**config.mk**
```make
export PLATFORM = sky130hd
export DESIGN_NAME = message_frame_deframer
export DESIGN_NICKNAME = d
export VERILOG_FILES = /design/src/mfd_pkg.sv /design/src/mfd_front.sv /design/src/mfd_queue.sv /design/src/mfd_back.sv /design/src/message_frame_deframer.sv
export SDC_FILE = /design/constraint.sdc
export NUM_CORES = 1
export LEC_CHECK = 0
export BUFFER_PORTS_ARGS = -buffer_cell sky130_fd_sc_hd__buf_2
export CORE_ASPECT_RATIO = 1.4
export CORE_UTILIZATION = 45
export DETAILED_ROUTE_END_ITERATION = 6
export PLACE_DENSITY = 0.7
export SLEW_MARGIN = 5
export SYNTH_ARGS = -nofsm -noshare
export SYNTH_HDL_FRONTEND = slang
export SYNTH_SLANG_ARGS = --single-unit
```
**constraint.sdc**
```tcl
create_clock -name aclk -period 22.5 [get_ports aclk]
set_clock_uncertainty 0.05 [all_clocks]
set_input_delay 4.5 -clock aclk [delete_from_list [all_inputs] [get_ports aclk]]
set_output_delay 4.5 -clock aclk [all_outputs]
set_load 0.005 [all_outputs]
```
**src/mfd_pkg.sv**
```systemverilog
// ----------------------------------------------------------------------------
// mfd_pkg
// Shared types and constants for the message frame deframer.
// ----------------------------------------------------------------------------
package mfd_pkg;

    localparam int HDR_BYTES   = 12;
    localparam int HDR_IDX_W   = $clog2(HDR_BYTES);
    localparam int QDEPTH      = 2;
    localparam int QPTR_W      = $clog2(QDEPTH);
    localparam int QCNT_W      = $clog2(QDEPTH + 1);
    localparam int PADDR_W     = 4;

    localparam logic [HDR_IDX_W-1:0] HDR_LAST = HDR_IDX_W'(HDR_BYTES - 1);

    typedef enum logic [1:0] {
        ACT_BYTE  = 2'd0,
        ACT_EMPTY = 2'd1,
        ACT_LINK  = 2'd2,
        ACT_STOP  = 2'd3
    } action_t;

    typedef enum logic [2:0] {
        ST_OK        = 3'd0,
        ST_BAD_HDR   = 3'd1,
        ST_TOO_BIG   = 3'd2,
        ST_TIMEOUT   = 3'd3,
        ST_LINK_DOWN = 3'd4,
        ST_STOPPED   = 3'd5
    } status_t;

    localparam logic [1:0] REG_MAGIC    = 2'd0;
    localparam logic [1:0] REG_VERSION  = 2'd1;
    localparam logic [1:0] REG_CAPACITY = 2'd2;
    localparam logic [1:0] REG_IDLE     = 2'd3;

    typedef struct packed {
        logic [15:0] magic_word;
        logic [7:0]  wire_version;
        logic [31:0] payload_capacity;
        logic [31:0] idle_limit;
    } cfg_t;

    typedef struct packed {
        status_t     status;
        logic        frame_done;
        logic [7:0]  msg_type;
        logic [15:0] seq_number;
        logic [15:0] channel_id;
        logic [31:0] payload_length;
        logic [7:0]  payload_byte;
        logic        payload_valid;
    } result_t;

endpackage

```
**src/mfd_front.sv**
```systemverilog
// ----------------------------------------------------------------------------
// mfd_front
// Event classifier: header collection, checks, payload count, idle timeout.
// ----------------------------------------------------------------------------
module mfd_front (
    input  logic                 aclk,
    input  logic                 aresetn,
    input  logic                 in_fire,
    input  logic [1:0]           action,
    input  logic [7:0]           data_byte,
    input  mfd_pkg::cfg_t        cfg,
    output logic                 push,
    output mfd_pkg::result_t     result
);

    logic [7:0]                   hdr_reg [mfd_pkg::HDR_BYTES];
    logic [mfd_pkg::HDR_IDX_W-1:0] hdr_idx_reg, hdr_idx_next;
    logic                         in_payload_reg, in_payload_next;
    logic [31:0]                  left_reg, left_next;
    logic [31:0]                  idle_reg, idle_next;
    logic [7:0]                   fld_type_reg, fld_type_next;
    logic [15:0]                  fld_seq_reg, fld_seq_next;
    logic [15:0]                  fld_chan_reg, fld_chan_next;
    logic [31:0]                  fld_len_reg, fld_len_next;
    logic                         hdr_we;

    logic [15:0] hdr_magic;
    logic [7:0]  hdr_version;
    logic [31:0] hdr_len;
    logic [31:0] idle_inc;
    logic [31:0] left_dec;
    mfd_pkg::action_t act;

    assign act         = mfd_pkg::action_t'(action);
    assign hdr_magic   = {hdr_reg[1], hdr_reg[0]};
    assign hdr_version = hdr_reg[2];
    assign hdr_len     = {data_byte, hdr_reg[10], hdr_reg[9], hdr_reg[8]};
    assign idle_inc    = (idle_reg == 32'hFFFF_FFFF) ? idle_reg : idle_reg + 32'd1;
    assign left_dec    = left_reg - 32'd1;

    always_comb begin
        hdr_idx_next    = hdr_idx_reg;
        in_payload_next = in_payload_reg;
        left_next       = left_reg;
        idle_next       = idle_reg;
        fld_type_next   = fld_type_reg;
        fld_seq_next    = fld_seq_reg;
        fld_chan_next   = fld_chan_reg;
        fld_len_next    = fld_len_reg;
        hdr_we          = 1'b0;
        push            = 1'b0;
        result          = '0;
        result.status   = mfd_pkg::ST_OK;
        if (in_payload_reg) begin
            result.msg_type       = fld_type_reg;
            result.seq_number     = fld_seq_reg;
            result.channel_id     = fld_chan_reg;
            result.payload_length = fld_len_reg;
        end
        if (in_fire) begin
            case (act)
                mfd_pkg::ACT_STOP, mfd_pkg::ACT_LINK: begin
                    push              = 1'b1;
                    result.status     = (act == mfd_pkg::ACT_STOP) ? mfd_pkg::ST_STOPPED
                                                                   : mfd_pkg::ST_LINK_DOWN;
                    result.frame_done = 1'b1;
                end
                mfd_pkg::ACT_EMPTY: begin
                    idle_next = idle_inc;
                    if (cfg.idle_limit != 32'd0 && idle_inc >= cfg.idle_limit) begin
                        push              = 1'b1;
                        result.status     = mfd_pkg::ST_TIMEOUT;
                        result.frame_done = 1'b1;
                    end
                end
                mfd_pkg::ACT_BYTE: begin
                    idle_next = '0;
                    if (in_payload_reg) begin
                        left_next            = left_dec;
                        push                 = 1'b1;
                        result.payload_byte  = data_byte;
                        result.payload_valid = 1'b1;
                        result.frame_done    = (left_dec == 32'd0);
                    end else begin
                        hdr_we = 1'b1;
                        if (hdr_idx_reg == mfd_pkg::HDR_LAST) begin
                            hdr_idx_next  = '0;
                            push          = 1'b1;
                            fld_type_next = hdr_reg[3];
                            fld_seq_next  = {hdr_reg[5], hdr_reg[4]};
                            fld_chan_next = {hdr_reg[7], hdr_reg[6]};
                            fld_len_next  = hdr_len;
                            if (hdr_magic != cfg.magic_word ||
                                hdr_version != cfg.wire_version) begin
                                result.status     = mfd_pkg::ST_BAD_HDR;
                                result.frame_done = 1'b1;
                            end else begin
                                result.msg_type       = fld_type_next;
                                result.seq_number     = fld_seq_next;
                                result.channel_id     = fld_chan_next;
                                result.payload_length = hdr_len;
                                if (hdr_len > cfg.payload_capacity) begin
                                    result.status     = mfd_pkg::ST_TOO_BIG;
                                    result.frame_done = 1'b1;
                                end else if (hdr_len == 32'd0) begin
                                    result.frame_done = 1'b1;
                                end else begin
                                    in_payload_next = 1'b1;
                                    left_next       = hdr_len;
                                end
                            end
                        end else begin
                            hdr_idx_next = hdr_idx_reg + 1'b1;
                        end
                    end
                end
                default: begin
                end
            endcase
            if (push && result.frame_done) begin
                hdr_idx_next    = '0;
                in_payload_next = 1'b0;
                left_next       = '0;
                idle_next       = '0;
            end
        end
    end

    always_ff @(posedge aclk) begin
        if (!aresetn) begin
            hdr_idx_reg    <= '0;
            in_payload_reg <= 1'b0;
            left_reg       <= '0;
            idle_reg       <= '0;
        end else begin
            hdr_idx_reg    <= hdr_idx_next;
            in_payload_reg <= in_payload_next;
            left_reg       <= left_next;
            idle_reg       <= idle_next;
        end
    end

    always_ff @(posedge aclk) begin
        fld_type_reg <= fld_type_next;
        fld_seq_reg  <= fld_seq_next;
        fld_chan_reg <= fld_chan_next;
        fld_len_reg  <= fld_len_next;
        if (hdr_we) begin
            hdr_reg[hdr_idx_reg] <= data_byte;
        end
    end

    a_idx_range: assert property (@(posedge aclk) disable iff (!aresetn)
        hdr_idx_reg <= mfd_pkg::HDR_LAST)
        else $error("header index out of range");

    a_payload_left: assert property (@(posedge aclk) disable iff (!aresetn)
        in_payload_reg |-> (left_reg != 32'd0 && hdr_idx_reg == '0))
        else $error("payload phase with no bytes left");

    a_done_clears: assert property (@(posedge aclk) disable iff (!aresetn)
        (push && result.frame_done) |=> (!in_payload_reg && hdr_idx_reg == '0 &&
                                          idle_reg == 32'd0))
        else $error("frame end did not clear state");

endmodule

```
**src/mfd_queue.sv**
```systemverilog
// ----------------------------------------------------------------------------
// mfd_queue
// Short result queue between the classifier and the output stage.
// ----------------------------------------------------------------------------
module mfd_queue (
    input  logic              aclk,
    input  logic              aresetn,
    input  logic              push,
    input  mfd_pkg::result_t  wdata,
    output logic              full,
    input  logic              pop,
    output logic              rvalid,
    output mfd_pkg::result_t  rdata
);

    mfd_pkg::result_t              slot_reg [mfd_pkg::QDEPTH];
    logic [mfd_pkg::QPTR_W-1:0]    wptr_reg, wptr_next;
    logic [mfd_pkg::QPTR_W-1:0]    rptr_reg, rptr_next;
    logic [mfd_pkg::QCNT_W-1:0]    cnt_reg, cnt_next;
    logic                          do_push, do_pop;

    assign full    = (cnt_reg == mfd_pkg::QCNT_W'(mfd_pkg::QDEPTH));
    assign rvalid  = (cnt_reg != '0);
    assign rdata   = slot_reg[rptr_reg];
    assign do_push = push && !full;
    assign do_pop  = pop && rvalid;

    always_comb begin
        wptr_next = wptr_reg;
        rptr_next = rptr_reg;
        cnt_next  = cnt_reg;
        if (do_push) begin
            wptr_next = (wptr_reg == mfd_pkg::QPTR_W'(mfd_pkg::QDEPTH - 1)) ? '0
                                                                          : wptr_reg + 1'b1;
        end
        if (do_pop) begin
            rptr_next = (rptr_reg == mfd_pkg::QPTR_W'(mfd_pkg::QDEPTH - 1)) ? '0
                                                                          : rptr_reg + 1'b1;
        end
        case ({do_push, do_pop})
            2'b10:   cnt_next = cnt_reg + 1'b1;
            2'b01:   cnt_next = cnt_reg - 1'b1;
            default: cnt_next = cnt_reg;
        endcase
    end

    always_ff @(posedge aclk) begin
        if (!aresetn) begin
            wptr_reg <= '0;
            rptr_reg <= '0;
            cnt_reg  <= '0;
        end else begin
            wptr_reg <= wptr_next;
            rptr_reg <= rptr_next;
            cnt_reg  <= cnt_next;
        end
    end

    always_ff @(posedge aclk) begin
        if (do_push) begin
            slot_reg[wptr_reg] <= wdata;
        end
    end

endmodule

```
**src/mfd_back.sv**
```systemverilog
// ----------------------------------------------------------------------------
// mfd_back
// Output stage: drains the result queue into the result channel register.
// ----------------------------------------------------------------------------
module mfd_back (
    input  logic              aclk,
    input  logic              aresetn,
    input  logic              q_valid,
    input  mfd_pkg::result_t  q_data,
    output logic              q_pop,
    output logic              m_valid,
    input  logic              m_ready,
    output mfd_pkg::result_t  m_data
);

    logic             valid_reg, valid_next;
    mfd_pkg::result_t data_reg;

    assign q_pop   = q_valid && (!valid_reg || m_ready);
    assign m_valid = valid_reg;
    assign m_data  = data_reg;

    always_comb begin
        valid_next = valid_reg;
        if (q_pop) begin
            valid_next = 1'b1;
        end else if (m_ready) begin
            valid_next = 1'b0;
        end
    end

    always_ff @(posedge aclk) begin
        if (!aresetn) begin
            valid_reg <= 1'b0;
        end else begin
            valid_reg <= valid_next;
        end
    end

    always_ff @(posedge aclk) begin
        if (q_pop) begin
            data_reg <= q_data;
        end
    end

endmodule

```
**src/message_frame_deframer.sv**
```systemverilog
// ----------------------------------------------------------------------------
// message_frame_deframer
// Link event deframer: 12-byte header check, payload pass-through, timeout.
// ----------------------------------------------------------------------------
// Input channel s_*: one link event per request (byte, empty read, link
// down, stop). Result channel m_*: zero or one result per event, in order.
// An event is classified in the cycle it is accepted; its result enters a
// two-entry queue and then reaches the m_ output register. One event per
// cycle is accepted while the queue is not full; the classifier that turns
// each event into a result is combinational (32-bit length and idle compares).
// When the receiver stalls, the output register and queue absorb up to three
// results; s_ready drops only while the queue is full.
// Synchronous reset (aresetn low) clears framing state, queue and output
// valid, and loads the register defaults: magic 0, version 1, capacity 4096,
// idle limit 0 (no timeout). The header store is not cleared.
// Registers sit on the APB port at byte addresses 0, 4, 8 and 12; write them
// only while no event is in flight.
// ----------------------------------------------------------------------------
module message_frame_deframer (
    input  logic                         aclk,
    input  logic                         aresetn,
    input  logic                         psel,
    input  logic                         penable,
    input  logic                         pwrite,
    input  logic [mfd_pkg::PADDR_W-1:0]  paddr,
    input  logic [31:0]                  pwdata,
    output logic [31:0]                  prdata,
    output logic                         pready,
    input  logic                         s_valid,
    output logic                         s_ready,
    input  logic [1:0]                   s_action,
    input  logic [7:0]                   s_data_byte,
    output logic                         m_valid,
    input  logic                         m_ready,
    output logic [2:0]                   m_status,
    output logic                         m_frame_done,
    output logic [7:0]                   m_msg_type,
    output logic [15:0]                  m_seq_number,
    output logic [15:0]                  m_channel_id,
    output logic [31:0]                  m_payload_length,
    output logic [7:0]                   m_payload_byte,
    output logic                         m_payload_valid
);

    mfd_pkg::cfg_t    cfg_reg, cfg_next;
    mfd_pkg::result_t front_res, q_data, out_data;
    logic             front_push, q_full, q_valid, q_pop;
    logic             in_fire, wr_en;
    logic [1:0]       reg_sel;

    assign pready  = 1'b1;
    assign reg_sel = paddr[3:2];
    assign wr_en   = psel && penable && pwrite;
    assign s_ready = !q_full;
    assign in_fire = s_valid && s_ready;

    always_comb begin
        cfg_next = cfg_reg;
        if (wr_en) begin
            case (reg_sel)
                mfd_pkg::REG_MAGIC:    cfg_next.magic_word       = pwdata[15:0];
                mfd_pkg::REG_VERSION:  cfg_next.wire_version     = pwdata[7:0];
                mfd_pkg::REG_CAPACITY: cfg_next.payload_capacity = pwdata;
                mfd_pkg::REG_IDLE:     cfg_next.idle_limit       = pwdata;
                default:               cfg_next = cfg_reg;
            endcase
        end
    end

    always_comb begin
        case (reg_sel)
            mfd_pkg::REG_MAGIC:    prdata = {16'd0, cfg_reg.magic_word};
            mfd_pkg::REG_VERSION:  prdata = {24'd0, cfg_reg.wire_version};
            mfd_pkg::REG_CAPACITY: prdata = cfg_reg.payload_capacity;
            mfd_pkg::REG_IDLE:     prdata = cfg_reg.idle_limit;
            default:               prdata = '0;
        endcase
    end

    always_ff @(posedge aclk) begin
        if (!aresetn) begin
            cfg_reg.magic_word       <= 16'd0;
            cfg_reg.wire_version     <= 8'd1;
            cfg_reg.payload_capacity <= 32'd4096;
            cfg_reg.idle_limit       <= 32'd0;
        end else begin
            cfg_reg <= cfg_next;
        end
    end

    mfd_front u_front (
        .aclk      (aclk),
        .aresetn   (aresetn),
        .in_fire   (in_fire),
        .action    (s_action),
        .data_byte (s_data_byte),
        .cfg       (cfg_reg),
        .push      (front_push),
        .result    (front_res)
    );

    mfd_queue u_queue (
        .aclk    (aclk),
        .aresetn (aresetn),
        .push    (front_push),
        .wdata   (front_res),
        .full    (q_full),
        .pop     (q_pop),
        .rvalid  (q_valid),
        .rdata   (q_data)
    );

    mfd_back u_back (
        .aclk    (aclk),
        .aresetn (aresetn),
        .q_valid (q_valid),
        .q_data  (q_data),
        .q_pop   (q_pop),
        .m_valid (m_valid),
        .m_ready (m_ready),
        .m_data  (out_data)
    );

    assign m_status         = out_data.status;
    assign m_frame_done     = out_data.frame_done;
    assign m_msg_type       = out_data.msg_type;
    assign m_seq_number     = out_data.seq_number;
    assign m_channel_id     = out_data.channel_id;
    assign m_payload_length = out_data.payload_length;
    assign m_payload_byte   = out_data.payload_byte;
    assign m_payload_valid  = out_data.payload_valid;

endmodule
```
* Word-level counts from Yosys, hierarchy flattened
Memory sizes are Yosys's and may differ from the RTL's. A register that Yosys moved wholly into a read port is not among the register bits. Index checks and enable logic that the tools add are counted.
Storage, ports and cells: word-level logic and storage cells 135, memory bits (writable) 266, flip-flop bits (word level) 234, output and inout port bits 120, bits of input ports 53, memories 2
Cells by class: muxes and demuxes 57, add/subtract/negate cells 7, bitwise gates (word level) 1, $lt $le $gt $ge 2, reductions and logical operators 33, eq/ne operators 17
Memories:
- u_queue.slot_reg | words 2, bits a word 85, rd ports 1, clocked after Yosys merged registers in 1, write ports 1, line mfd_queue.sv:16 | mfd_pkg::result_t slot_reg [mfd_pkg::QDEPTH];
- u_front.hdr_reg | words 12, bits a word 8, rd ports 11, clocked after Yosys merged registers in 0, write ports 1, line mfd_front.sv:16 | logic [7:0] hdr_reg [mfd_pkg::HDR_BYTES];
Operator list (count):
- two-way mux 32 bit | 9
- two-way mux 72 bit | 3
- case mux 32 bit (4 select lines) | 1
- two-way mux 85 bit | 1
- two-way mux 81 bit | 1
- two-way mux 76 bit | 1
- zero test 32 bit | 2
- case mux 32 bit (2 select lines) | 1
- adder 32 x 1 -> 32 bit (second input constant) | 1
- equality test 32 bit (second input constant) | 1
- >= comparator 32 bit | 1
- greater-than comparator 32 bit | 1
- nonzero test 32 bit | 1
- subtractor 32 x 1 -> 32 bit (second input constant) | 1
- two-way mux 1 bit | 27
- two-way mux 4 bit | 5
- inequality test 16 bit | 1
- equality test 2 bit (second input constant) | 6
- case mux 4 bit (3 select lines) | 1
- AND reduction 2 bit | 6
- two-way mux 3 bit | 3
- two-way mux 9 bit | 1
- inequality test 3 x 2 -> 1 bit (second input constant) | 3
- logical AND 1 bit | 8
- other kinds (21) | 31

* Depth between registers and ports, before layout
Gate-level depths: netlist of run 1. An unclocked memory read counts as a cell.
word-level depth 12, depth in mapped cells 19, gate-level depth less buffers 18

* By module
Synthesis of run 1 repeated with hierarchy kept, for this count alone.
Second synthesis, totals: cells, all modules 2015, area total of the unflattened synthesis 25504.5 um^2
Modules (own cells, without submodules):
- mfd_front | area each 12607.1 um^2, instances 1, sequential area each 6185.9 um^2, cells each 1233
- mfd_queue | area each 6358.6 um^2, instances 1, sequential area each 5205.0 um^2, cells each 290
- message_frame_deframer | area each 3938.8 um^2, instances 1, sequential area each 1761.7 um^2, cells each 403
- mfd_back | area each 2600.0 um^2, instances 1, sequential area each 2572.5 um^2, cells each 89

* Least setup slack after synthesis of run 1
No wires, ideal clock.
path type input port to output port, start point in paddr[2] (netlist name), end point out prdata[0], cell stages on the path 3, setup slack 12101 ps, arrival 5849 ps, path buffers 2, cell sequence clkbuf_1 > clkbuf_1 > mux4_2
Between the ends: longest elaborated chain between the ends 2
Ends and longest elaborated chain:
- start: declaration | line message_frame_deframer.sv:25 | input logic [mfd_pkg::PADDR_W-1:0] paddr,
- equality test 2 bit, or another cell as far along | line message_frame_deframer.sv:71 | case (reg_sel)
- case mux 32 bit (4 select lines) * | line message_frame_deframer.sv:71
- end: declaration | line message_frame_deframer.sv:27 | output logic [31:0] prdata,
Mark *: on every way between the ends. The rest lies on a longest branch, timed or not.

* Final worst setup path of run 1
start point in paddr[3] (netlist name), end point out prdata[12]
Same word-level chain as after synthesis.

==> results of run 1 <==
## worst max-delay path, stage by stage
cell,delay (ns)
buf_2,0.62
nor2_1,0.36
a22o_1,0.36
buf_2,0.14
## power by group through the flow
stage                     Combinational (mW)  Sequential [mW]  Clock (mW)
after floorplan                        0.169             1.31           0
after global placement                 0.291             1.30           0
after detailed placement               0.297             1.31           0
after CTS                              0.299             1.28       0.940
after global routing                   0.316             1.29       0.978
final                                  0.291             1.28       0.926
## layout make-up
type / count / area share, %
Sequential cell: 577 / 55.55
Multi-Input combinational cell: 1248 / 30.40
Clock buffer: 64 / 4.791
Timing Repair Buffer: 188 / 3.494
Tap cell: 721 / 3.189
Clock inverter: 32 / 1.530
Inverter: 79 / 1.048
## per-layer routing
metal | vias up | share of wire, % | global-route usage (%)
met5 | - | 0 | 0
met4 | 0 | 5.0 | 11.33
met3 | 140 | 5.7 | 3.177
met2 | 575 | 51 | 39.52
met1 | 8203 | 38 | 25.30
li1 | 7749 | - | -
## placed cells by master, fill, tap and decap left out, types with 39 or more instances in the layout
cell type / synthesis / routed
xnor2_1: 61 / 61
a21oi_1: 151 / 151
nor2_1: 99 / 95
o21ai_0: 41 / 41
dfxtp_1: 162 / 160
buf_2: 7 / 169
edfxtp_1: 415 / 415
ha_1: 72 / 72
mux2_2: 87 / 87
a22o_1: 88 / 88
nand2_1: 220 / 220
nand3_1: 46 / 46
clkbuf_16: 0 / 51
inv_1: 79 / 78
nand4_1: 39 / 39
## logic make-up after synthesis
logic type | count (synthesis)
AOI/OAI and AO/OA | 371
xor gates and xnor gates | 87
adders and majority gates | 72
buffers and inverters | 189
DFF | 577
muxes | 121
other | 1
and+or+nand+nor | 596
## final timing paths
check	end	from	slack [ns]
min	u_front.fld_type_reg[1]	u_front.hdr_reg[3][1]	0.41
max	prdata[12]	paddr[3]	11.97
min reg2reg	u_front.fld_type_reg[1]	u_front.hdr_reg[3][1]	0.41
max reg2reg	u_queue.slot_reg[0][61]	u_front.idle_reg[13]	15.64
## stage by stage
step           util [%]  hold WS (ns)  power [mW]  setup slack (ns)
6_report          51.93        0.4062       2.498             11.97
5_1_grt           51.93        0.4133       2.583             11.92
4_1_cts           51.93        0.4070       2.522             12.00
3_5_place_dp      48.65        0.3909       1.604             12.00
3_3_place_gp      48.65        0.3853       1.595             12.01
2_1_floorplan         -        0.3775       1.481             12.10
==> flow_summary.json, run 1 <==
{
  "cts.path.max_buffers": 3,
  "wl_per_cell_um": 21.61,
  "diodes": 0,
  "dpl.hpwl_um": 41400,
  "syn_area_um2": 24970,
  "synth_cell_types": 73,
  "postRouteAntennaNets": 0,
  "synthXorXnorAreaFrac_pct": 3.052,
  "grt_max_degree": 104,
  "start_util_pct": 45.84,
  "synth_nets": 2139,
  "dpl_cell_area_um2": 26500,
  "cts_buffers": 51,
  "final_area_um2": 28290,
  "wl_um": 62860,
  "place_inst": 2813,
  "seq_area_um2": 15710,
  "ctsHoldBuffers": 0,
  "hold_depth": 0,
  "clockPowerShare_pct": 37.1,
  "num_vias": 16670,
  "critPathMaxFanout": 39,
  "synth_top_cell_area_share_pct": 49.91,
  "clk_pin_slew_ns": 0.06,
  "synth_edf_count": 415,
  "drt_iter0_drc": 1087,
  "fin_nets": 2270,
  "cts_tree": "done",
  "synthFlopType": "edfxtp_1",
  "avgSynthCellArea_um2": 12.40,
  "netlist_instances": 2014,
  "grt_pass1_wl_um": 94670,
  "n_fill_cell": 4602,
  "clock_sinks": 577,
  "die_area_um2": 56450,
  "finalSetupTns_ns": 0,
  "crit_arrival_ns": 5.98,
  "power_density_nw_per_um2": 88.33,
  "postCtsSetupRepairBufs": 0,
  "status": "finished clean",
  "largest_reg_flops": 170,
  "multiInputGateArea_um2": 8598,
  "ctsResizeCount": 0,
  "vias_per_cell": 5.729,
  "max_clock_freq_mhz": 94.96,
  "leakage_nw": 9.890,
  "die_h_um": 280.7,
  "muxShareOfSynthArea_pct": 5.688,
  "drive_above_1_share_pct": 17.78,
  "crit_type": "input pin to output pin",
  "ys_ff_latch": 577,
  "yosys.area_share.simple_pct": 11.69,
  "antenna_found_initial": 1,
  "endpoint_kind": "output pin",
  "firstDrtPassIters": 5,
  "root_buffer": "clkbuf_16",
  "combinationalPowerShare_pct": 11.7,
  "synthArstFlopShare_pct": 0,
  "yosys-top-cells-count": "415 x edfxtp_1, 220 x nand2_1, 162 x dfxtp_1",
  "synth_top_family_by_area": "simple AND/OR/NAND/NOR gates",
  "irDropWorstVdd_mv": 0.06425,
  "htree_levels": 2,
  "drc": 0,
  "worst_slew_margin_rel_pct": 13.79,
  "rows": 101,
  "seqPwrFrac_pct": 51.3,
  "synthTopCellsByArea": "edfxtp_1 50%, dfxtp_1 13%, mux2_2 3.9%",
  "grt_pass1_vias": 16380,
  "place_congestion": 0.8919,
  "synth_compound_area_share_pct": 10.13,
  "final-hold-violation-count": 0,
  "ys_seq_area_share_pct": 62.90,
  "slew_viol_final": 0,
  "intPower_mw": 1.892,
  "io-pin-count": 173,
  "synth_top_area_cell": "edfxtp_1",
  "chipWidth_um": 201.1,
  "numPortBuffers": 169,
  "rsz0062_at_grt": "false",
  "grt_overflow": 0,
  "post-synth-top-count-cell": "edfxtp_1",
  "area_growth_pct": 13.28,
  "worstMarginPinSlew_ns": 1.289,
  "grt_use_total_pct": 21.96,
  "clk_latency_ns": 0.63,
  "rr_worst_depth": 16,
  "maxCapViolations": 0,
  "period_share_pct": 46.80,
  "core_area_um2": 54470,
  "setup_viol": 0,
  "switching_share_pct": 24.29,
  "cp.required_ns": 17.95,
  "fin_crit_ns": 10.53,
  "synth_warnings": 0,
  "synthAdderAreaFrac_pct": 3.608,
  "stdcell_count": 2909,
  "hold_path.class": "flip-flop to flip-flop",
  "p_switching_mw": 0.6070,
  "timing.critical_path.from_type": "input pin"
}
Power figures use the tool's default switching activity.
==> inputs of run 2 (changes only) <==
ABC_AREA = 1   (was unset)
PLACE_DENSITY = 0.73   (was 0.7)
clock period = 8.8 ns   (was 22.5 ns; I/O delays follow)
==> flow_summary.json, run 2 <==
{
  "seq_area_um2": 15710,
  "rsz0062_at_grt": "false",
  "mostFrequentLayoutCells": "627 x nand2_1, 415 x edfxtp_1, 211 x nor2_1",
  "leakage_nw": 11.08,
  "cts.path.max_buffers": 3,
  "slew_viol_final": 0,
  "ys_seq_area_share_pct": 62.15,
  "grt_overflow": 0,
  "setup_viol": 0,
  "cts_buffers": 53,
  "synthArstFlopShare_pct": 0,
  "max_clock_freq_mhz": 157.4,
  "crit_arrival_ns": 6.55,
  "ctsResizeCount": 0,
  "ys_ff_latch": 577,
  "root_buffer": "clkbuf_16",
  "worst_slew_margin_rel_pct": 13.89,
  "largest_reg_flops": 170,
  "place_congestion": 0.9661,
  "fin_crit_ns": 6.353,
  "clock_sinks": 577,
  "wl_um": 64770,
  "num_vias": 18400,
  "hold_path.class": "flip-flop to flip-flop",
  "synth_top_cell_area_share_pct": 49.31,
  "chipWidth_um": 202.3,
  "cp.required_ns": 9.00,
  "syn_area_um2": 25270,
  "drt_iter0_drc": 1195,
  "drive_above_1_share_pct": 11.88,
  "diodes": 0,
  "wl_per_cell_um": 18.93,
  "synth_nets": 2632,
  "finalSetupTns_ns": 0,
  "io-pin-count": 173,
  "netlist_instances": 2507,
  "numPortBuffers": 169,
  "area_growth_pct": 13.92,
  "cts_tree": "done",
  "postCtsSetupRepairBufs": 0,
  "avgSynthCellArea_um2": 10.08,
  "synth_edf_count": 415,
  "grt_use_total_pct": 22.69,
  "yosys-top-cells-count": "627 x nand2_1, 415 x edfxtp_1, 214 x nor2_1",
  "n_fill_cell": 4981,
  "die_area_um2": 57120,
  "final_common_cell": "nand2_1",
  "irDropWorstVdd_mv": 0.1824,
  "final-hold-violation-count": 0,
  "endpoint_kind": "flip-flop",
  "dpl.hpwl_um": 44250,
  "crit_type": "flip-flop to flip-flop",
  "grt_pass1_wl_um": 100100,
  "worstMarginPinSlew_ns": 1.292,
  "status": "finished clean",
  "grt_pass1_vias": 17900,
  "r2r_setup_slack_ns": 2.45,
  "startpoint": "u_front.idle_reg[0]",
  "grt_max_degree": 110,
  "critPathMaxFanout": 86,
  "critPathCapture": "u_queue.slot_reg[1][22]",
  "clk_pin_slew_ns": 0.07,
  "drc": 0,
  "postRouteAntennaNets": 0,
  "rr_worst_depth": 23,
  "post-synth-top-count-cell": "nand2_1",
  "period_share_pct": 72.20,
  "multiInputGateArea_um2": 8404,
  "final_util_pct": 51.98,
  "synth_cell_types": 45,
  "antenna_found_initial": 0,
  "holdCritStartpoint": "u_front.hdr_reg[5][1]",
  "maxCapViolations": 0,
  "die_h_um": 282.4,
  "timing.critical_path.from_type": "flip-flop",
  "r2r_end": "u_queue.slot_reg[1][22]",
  "firstDrtPassIters": 6,
  "synth_warnings": 0,
  "vias_per_cell": 5.377,
  "synth_top_area_cell": "edfxtp_1",
  "ctsHoldBuffers": 0,
  "start_util_pct": 45.62,
  "core_area_um2": 55390,
  "synthTopCellsByArea": "edfxtp_1 49%, dfxtp_1 13%, nand2_1 9.3%",
  "rows": 102,
  "r2r_start": "u_front.idle_reg[0]",
  "clk_latency_ns": 0.64,
  "fin_nets": 2775,
  "power_density_nw_per_um2": 252.2,
  "synthFlopType": "edfxtp_1",
  "htree_levels": 2
}
run 2: changes by cell type after synthesis, moves of 87 or more:
cell | before | now
a22o_1 | 88 | 0
inv_1 | 79 | 195
mux2_2 | 87 | 0
nand2_1 | 220 | 627
nor2_1 | 99 | 214
o21ai_0 | 41 | 169
run 2: final cells by class:
class	count	share of cell area [%]
Sequential cell	577	54.57
Multi-Input combinational cell	1621	29.19
Clock buffer	68	5.020
Timing Repair Buffer	194	3.677
Tap cell	728	3.164
Inverter	203	2.647
Clock inverter	31	1.730
run 2: kinds of logic (layout without fill, tap and decap cells):
group,count (synthesis),count (layout),share of synthesized area [%]
flip-flops,577,577,62.15
buffers and inverters,309,496,4.733
AO/OA/AOI/OAI,449,449,10.34
adder cells (fa/ha/maj),72,72,3.565
AND/OR/NAND/NOR,1045,1045,17.33
other,1,1,0.01484
XOR/XNOR,54,54,1.872
run 2: how the worst min path moves through the flow:
stage	end	slack [ns]	cells after the start
CTS	u_front.fld_seq_reg[9]	0.40	0
finish	u_front.fld_seq_reg[9]	0.40	0
global route	u_front.fld_chan_reg[10]	0.41	0
global placement	u_front.fld_chan_reg[2]	0.38	0
floorplan	u_front.fld_chan_reg[0]	0.38	0
detailed placement	u_front.fld_seq_reg[9]	0.39	0
run 2: power breakdown:
group	internal [mW]	total [mW]	leakage, nW	switching, mW
registers	3.33	3.45	5.15	0.117
logic	0.395	1.27	4.99	0.878
clock network	1.50	2.54	0.946	1.04
total	5.23	7.26	11.1	2.03
run 2: worst max-delay path: stages (launching register included):
cell      delay, ns
dfxtp_1        0.40
ha_1           0.22
nand2_1        0.10
nor2_1         0.22
nand2_1        0.15
nor2_1         0.29
nand4_1        0.54
buf_4          0.40
nand2_1        0.13
ha_1           0.16
inv_1          0.05
nor3_1         0.36
o21ai_0        0.16
nand3_1        0.13
nand2_1        0.06
nand2_1        0.06
nand2_1        0.05
nand3_1        0.13
nand2_1        0.22
a21oi_4        0.17
buf_4          0.51
clkinv_1       0.63
nor2_4         0.27
buf_12         0.42
run 2: per-layer routing:
layer	share of wire, %	global-route usage (%)	vias up
met5	0	0	-
met4	4.4	10.43	0
met3	5.6	3.272	164
met2	51	40.76	606
met1	39	26.72	8699
li1	-	-	8931
run 2: per-stage QoR:
step	hold slack (ns)	total power, mW	worst slack [ns]	cells	instance area, µm²
6_report	0.3982	7.262	2.447	3422	28790
5_1_grt	0.4094	7.603	2.074	3422	28790
4_1_cts	0.3974	7.335	2.541	3422	28790
3_5_place_dp	0.3851	4.812	2.594	3323	26850
3_3_place_gp	0.3835	4.783	2.730	3323	26850
2_1_floorplan	0.3769	4.277	1.571	2507	25270
